--- src/rtl/core/pmsu_pkg.sv ---
// ----------------------------------------------------------------------------
// pmsu_pkg
// Shared constants, types and tables of the Potts lattice site update core:
// lattice geometry, field widths, neighbor offsets, the Q0.64 decay step and
// the command and status bundles between the controller and the datapath.
// ----------------------------------------------------------------------------
package pmsu_pkg;

   // Lattice geometry
   localparam int LAT_W  = 256;
   localparam int LAT_H  = 256;
   localparam int ADDR_W = $clog2(LAT_W * LAT_H);
   // Coordinate width for neighbor math: holds any column or row plus one
   localparam int CRD_W  = 11;

   // Field widths
   localparam int SITE_W = 8;
   localparam int SPIN_W = 4;
   localparam int RND_W  = 16;
   localparam int DE_W   = 7;
   localparam int ETOT_W = 32;
   localparam int MAG_W  = 20;
   localparam int TEMP_W = 8;
   localparam int FSTR_W = 2;

   // Configuration port
   localparam int CSR_ADDR_W = 4;
   localparam int CSR_DATA_W = 32;

   typedef enum logic [1:0] {
      CSR_INV_TEMP  = 2'd0,
      CSR_FIELD_STR = 2'd1,
      CSR_FIELD_DIR = 2'd2,
      CSR_DIAGONAL  = 2'd3
   } csr_idx_type;

   localparam logic [TEMP_W-1:0] INV_TEMP_RESET = 8'd5;

   // Neighbor walk: center first, then four orthogonal, then four diagonal
   localparam int NB_COUNT = 9;
   localparam int NB_W     = $clog2(NB_COUNT);
   localparam logic [NB_W-1:0] NB_CENTER     = 4'd0;
   localparam logic [NB_W-1:0] NB_LAST_ORTHO = 4'd4;
   localparam logic [NB_W-1:0] NB_LAST_DIAG  = 4'd8;

   localparam logic signed [1:0] NB_DX [NB_COUNT] =
      '{2'sd0, 2'sd0, -2'sd1, 2'sd1, 2'sd0, -2'sd1, 2'sd1, -2'sd1, 2'sd1};
   localparam logic signed [1:0] NB_DY [NB_COUNT] =
      '{2'sd0, -2'sd1, 2'sd0, 2'sd0, 2'sd1, -2'sd1, -2'sd1, 2'sd1, 2'sd1};

   // Acceptance threshold: exp(-p/32) in Q0.64, zero from this product on
   localparam int CUTOFF   = 355;
   localparam int P_W      = 14;
   localparam int POW_BITS = $clog2(CUTOFF);
   localparam int K_W      = $clog2(POW_BITS + 1);
   localparam int Q_W      = 64;
   localparam int HALF_W   = 32;

   // Series terms for exp(-1/32), each truncated as it is formed
   localparam logic [Q_W-1:0] EXP_T1  = 64'h0800_0000_0000_0000;
   localparam logic [Q_W-1:0] EXP_T2  = EXP_T1 / 64'd64;
   localparam logic [Q_W-1:0] EXP_T3  = EXP_T2 / 64'd96;
   localparam logic [Q_W-1:0] EXP_T4  = EXP_T3 / 64'd128;
   localparam logic [Q_W-1:0] EXP_T5  = EXP_T4 / 64'd160;
   localparam logic [Q_W-1:0] EXP_T6  = EXP_T5 / 64'd192;
   localparam logic [Q_W-1:0] EXP_T7  = EXP_T6 / 64'd224;
   localparam logic [Q_W-1:0] EXP_T8  = EXP_T7 / 64'd256;
   localparam logic [Q_W-1:0] EXP_T9  = EXP_T8 / 64'd288;
   localparam logic [Q_W-1:0] EXP_T10 = EXP_T9 / 64'd320;
   localparam logic [Q_W-1:0] EXP_T11 = EXP_T10 / 64'd352;
   localparam logic [Q_W-1:0] EXP_T12 = EXP_T11 / 64'd384;
   localparam logic [Q_W-1:0] EXP_STEP_Q64 = 64'd0 - EXP_T1 + EXP_T2 - EXP_T3
      + EXP_T4 - EXP_T5 + EXP_T6 - EXP_T7 + EXP_T8 - EXP_T9 + EXP_T10
      - EXP_T11 + EXP_T12;

   // Controller states
   typedef enum logic [3:0] {
      ST_CLEAR,
      ST_POW_START,
      ST_POW_WAIT,
      ST_IDLE,
      ST_READ,
      ST_DRAIN,
      ST_DECIDE,
      ST_THR_BIT,
      ST_THR_WAIT,
      ST_COMMIT
   } pmsu_state_type;

   // Controller to datapath
   typedef struct packed {
      logic clear_step;   // write zero at sweep address, advance
      logic req_load;     // capture request
      logic read_issue;   // read current neighbor, advance
      logic p_load;       // capture threshold exponent, restart bit walk
      logic mul_start;    // launch multiplier
      logic mul_pow;      // operand select: square the current power
      logic pow_store;    // store next power, advance bit index
      logic res_take;     // first factor of the result, advance
      logic res_store;    // product into result, advance
      logic k_skip;       // advance bit index
      logic commit;       // write site, update totals, load result
   } pmsu_cmd_type;

   // Datapath to controller
   typedef struct packed {
      logic clear_last;
      logic pow_last;
      logic mul_done;
      logic in_range;
      logic read_last;
      logic need_thr;
      logic bit_set;
      logic have;
      logic bit_end;
      logic out_free;
   } pmsu_status_type;

endpackage

--- src/rtl/core/pmsu_ctrl.sv ---
// ----------------------------------------------------------------------------
// pmsu_ctrl
// Sequencer of the site update: clearing sweep and power table setup after
// reset, then per request the lattice reads, threshold evaluation and commit.
// ----------------------------------------------------------------------------
module pmsu_ctrl (
   input  logic                         clock,
   input  logic                         reset,
   input  logic                         req_valid,
   output logic                         req_ready,
   input  pmsu_pkg::pmsu_status_type    status,
   output pmsu_pkg::pmsu_cmd_type       cmd
);
   import pmsu_pkg::*;

   pmsu_state_type state_ff, state_in;

   always_ff @(posedge clock) begin
      if (reset) begin
         state_ff <= ST_CLEAR;
      end else begin
         state_ff <= state_in;
      end
   end

   // Next state and commands
   always_comb begin
      state_in  = state_ff;
      cmd       = '0;
      req_ready = 1'b0;
      case (state_ff)
         ST_CLEAR: begin
            cmd.clear_step = 1'b1;
            if (status.clear_last) begin
               state_in = ST_POW_START;
            end
         end
         ST_POW_START: begin
            cmd.mul_start = 1'b1;
            cmd.mul_pow   = 1'b1;
            state_in      = ST_POW_WAIT;
         end
         ST_POW_WAIT: begin
            cmd.mul_pow = 1'b1;
            if (status.mul_done) begin
               cmd.pow_store = 1'b1;
               state_in      = status.pow_last ? ST_IDLE : ST_POW_START;
            end
         end
         ST_IDLE: begin
            req_ready = 1'b1;
            if (req_valid) begin
               cmd.req_load = 1'b1;
               state_in     = ST_READ;
            end
         end
         ST_READ: begin
            if (!status.in_range) begin
               state_in = ST_COMMIT;
            end else begin
               cmd.read_issue = 1'b1;
               if (status.read_last) begin
                  state_in = ST_DRAIN;
               end
            end
         end
         ST_DRAIN: begin
            state_in = ST_DECIDE;
         end
         ST_DECIDE: begin
            cmd.p_load = 1'b1;
            state_in   = ST_THR_BIT;
         end
         ST_THR_BIT: begin
            if (!status.need_thr || status.bit_end) begin
               state_in = ST_COMMIT;
            end else if (status.bit_set) begin
               if (status.have) begin
                  cmd.mul_start = 1'b1;
                  state_in      = ST_THR_WAIT;
               end else begin
                  cmd.res_take = 1'b1;
               end
            end else begin
               cmd.k_skip = 1'b1;
            end
         end
         ST_THR_WAIT: begin
            if (status.mul_done) begin
               cmd.res_store = 1'b1;
               state_in      = ST_THR_BIT;
            end
         end
         ST_COMMIT: begin
            if (status.out_free) begin
               cmd.commit = 1'b1;
               state_in   = ST_IDLE;
            end
         end
         default: begin
            state_in = ST_IDLE;
         end
      endcase
   end

endmodule

--- config.mk ---
export PLATFORM = sky130hd
export DESIGN_NAME = pmsu_ctrl
export DESIGN_NICKNAME = d
export VERILOG_FILES = /design/src/rtl/core/pmsu_pkg.sv /design/src/rtl/core/pmsu_ctrl.sv
export SDC_FILE = /design/constraint.sdc
export NUM_CORES = 1
export LEC_CHECK = 0
export ABC_CLOCK_PERIOD_IN_PS = 3200
export BUFFER_PORTS_ARGS = -buffer_cell sky130_fd_sc_hd__buf_2
export CORE_AREA = 4 4 41 43
export CTS_CLUSTER_DIAMETER = 100
export CTS_CLUSTER_SIZE = 14
export DETAILED_ROUTE_END_ITERATION = 8
export DIE_AREA = 0 0 45 47
export PLACE_DENSITY_LB_ADDON = 0.12
export RECOVER_POWER = 50
export SETUP_SLACK_MARGIN = 0.4
export SYNTH_ARGS = -nofsm -noshare
export SYNTH_HDL_FRONTEND = slang
export SYNTH_SLANG_ARGS = --single-unit
export TNS_END_PERCENT = 5
--- constraint.sdc ---
create_clock -name clock -period 3.2 [get_ports clock]
set_clock_uncertainty 0.05 [all_clocks]
set_input_delay 0.32 -clock clock [delete_from_list [all_inputs] [get_ports clock]]
set_output_delay 0.32 -clock clock [all_outputs]
set_load 0.05 [all_outputs]
==> flow_metrics.env <==
export IMPL_status="complete, no violations"
export IMPL_final_common_cell="buf_2"
export IMPL_synth_ff_latch_count=4
export IMPL_ctsHtreeMaxLevel=1
export IMPL_grt_pass1_vias=553
export IMPL_relSlewSlack_pct=60.71
export IMPL_synth_nets=81
export IMPL_hold_viol=0
export IMPL_peakVddDrop_mv=0.2023
export IMPL_crit_arrival_ns=1.85
export IMPL_hp_start="reset"
export IMPL_grt_pass1_wl_mm=2.221
export IMPL_syn_area_per_cell_um2=7.250
export IMPL_seqCellArea_um2=80.08
export IMPL_cts_tree="built"
export IMPL_place_hpwl_mm=1.004
export IMPL_dieArea_mm2=0.002115
export IMPL_top_register="state_ff"
export IMPL_fillCellCount=162
export IMPL_cts_buffers=3
export IMPL_rsz0062_at_grt="no"
export IMPL_synth_seq_area_share_pct=16.24
export IMPL_post_cts_resized=0
export IMPL_pin_count=25
export IMPL_cts_root_buffer="clkbuf_4"
export IMPL_gp_congestion=0.8166
export IMPL_drt_pass1_iterations=4
export IMPL_leakage_uw=0.0002586
export IMPL_multi_input_area_um2=357.8
export IMPL_power_total_uw=268.7
export IMPL_clock_latency_ns=0.23
export IMPL_rows=13
export IMPL_cp_max_fo=14
export IMPL_die_w_um=45
export IMPL_cts_setup_buffers=0
export IMPL_finalCriticalPeriod_ns=2.215
export IMPL_hp_class="primary input to flip-flop"
export IMPL_drc=0
export IMPL_cpPeakStageDelay_ns=0.59
export IMPL_yosysWarnings=0
export IMPL_cts_buffer_depth=2
export IMPL_clock_sinks=4
export IMPL_clkSlewWorstSetupHoldPaths_ns=0.04
export IMPL_end_kind="output port"
export IMPL_crit_type="flip-flop to output port"
export IMPL_vias=564
export IMPL_slew_violations=0
export IMPL_setup_viol=0
export IMPL_synth_edf_count=0
export IMPL_portBuffers=24
export IMPL_antenna_found_initial=0
export IMPL_wirelength_mm=1.306
export IMPL_wl_per_cell_um=12.32
export IMPL_postSynthCellCount=68
export IMPL_period_share_pct=69.23
export IMPL_fmax_mhz=451.4
export IMPL_ys_flop_type="dfxtp_1"
export IMPL_yosysUniqueCellTypes=36
export IMPL_fp_dieH_um=47
export IMPL_grt_max_degree=16
export IMPL_setup_tns_ns=0
export IMPL_grt_use_total_pct=14.59
export IMPL_drive_gt1_share_pct=31.87
export IMPL_startpoint="state_ff[2]$_SDFFE_PP0P_"
export IMPL_hold_buffers=0
export IMPL_final_cell_mix="buf_2 (20), nor2_1 (8), nand2_1 (7), nand2b_1 (5), a21oi_1 (5)"
export IMPL_nets=106
export IMPL_reg_top3="state_ff x4"
export IMPL_crit_path_start_kind="flip-flop"
export IMPL_largest_reg_flops=4
export IMPL_start_util_pct=37.88
export IMPL_antenna_cells=0
export IMPL_coreArea_mm2=0.001301
export IMPL_async_flop_share_pct=0
export IMPL_crit_chain="nand2b_1 > nor3_2 > a32o_1 > buf_2"
export IMPL_worstPathRequired_ns=2.83
export IMPL_antenna_left=0
export IMPL_power_density_mw_per_mm2=446.5
export IMPL_synthToLayoutAreaGrowth_pct=22.08
export IMPL_syn_area_um2=493.0
export IMPL_r2r_start="state_ff[3]$_SDFFE_PP0P_"
export IMPL_tightest_slew_ns=0.5918
export IMPL_drt_iter0_markers=6
export IMPL_viasPerCell=5.321
export IMPL_cap_violations=0
export IMPL_cpMaxStageDelayCell="dfxtp_1"
export IMPL_grt_overflow_total=0
## power breakdown
group          internal, uW  total [uW]  switching, uW
clock                  41.9        61.5           19.6
sequential             55.4        74.3           18.9
combinational          44.0         133           88.9
## worst max-delay path, delay by kind of cell (launching register included)
family	cells	cell delay [ns]
compound gates	1	0.20
buf+inv	1	0.25
simple gates	2	0.57
flops	1	0.59
## layout make-up
| type | count | share of cell area (%) |
|---|---|---|
| Inverter | 2 | 1.247 |
| Multi-Input combinational cell | 58 | 59.46 |
| Sequential cell | 4 | 13.31 |
| Clock buffer | 3 | 3.742 |
| Timing Repair Buffer | 24 | 19.13 |
| Tap cell | 15 | 3.119 |
## logic make-up after synthesis
family | after synthesis | share of synthesized area, %
flip-flops | 4 | 16.24
AND/OR/NAND/NOR | 43 | 50.01
multiplexers | 1 | 2.031
XOR/XNOR | 2 | 3.554
buffers and inverters | 6 | 7.359
AO/OA/AOI/OAI | 12 | 20.81
## per-layer routing
layer / global-route usage (%) / share of wire, %
met3: 1.149 / 5.4
met1: 17.87 / 45
met4: 14.04 / 4.2
met2: 22.32 / 45
met5: 0 / 0
## cells in the mapped netlist (all sizes together) (4+ instances only)
master  instances  area [um^2]
nor2            8        30.03
a21oi           5        28.78
nand2b          5        31.28
dfxtp           4        80.08
nor3            5        30.03
nand2           7        28.78
nor4            4        31.28
buf             4        28.78
## path summary, 6_finish.rpt
check                              to  slack [ns]  cells after the start
max                            cmd[6]        0.98                      4
min          state_ff[2]$_SDFFE_PP0P_        0.29                      2
max reg2reg  state_ff[3]$_SDFFE_PP0P_        1.34                      5
min reg2reg  state_ff[3]$_SDFFE_PP0P_        0.64                      2
## metrics by stage
step | std cells | area [um^2] | setup slack [ns] | hold slack, ns | utilization (%)
2_1_floorplan | 68 | 493.0 | 0.5427 | 0.3391 | -
3_3_place_gp | 103 | 603.1 | 1.247 | 0.5295 | 46.35
3_5_place_dp | 103 | 603.1 | 1.215 | 0.5407 | 46.35
4_1_cts | 106 | 625.6 | 0.9560 | 0.2905 | 48.08
5_1_grt | 106 | 601.8 | 0.7811 | 0.3101 | 46.25
6_report | 106 | 601.8 | 0.9847 | 0.2931 | 46.25
(Power assumes the default switching activity.)
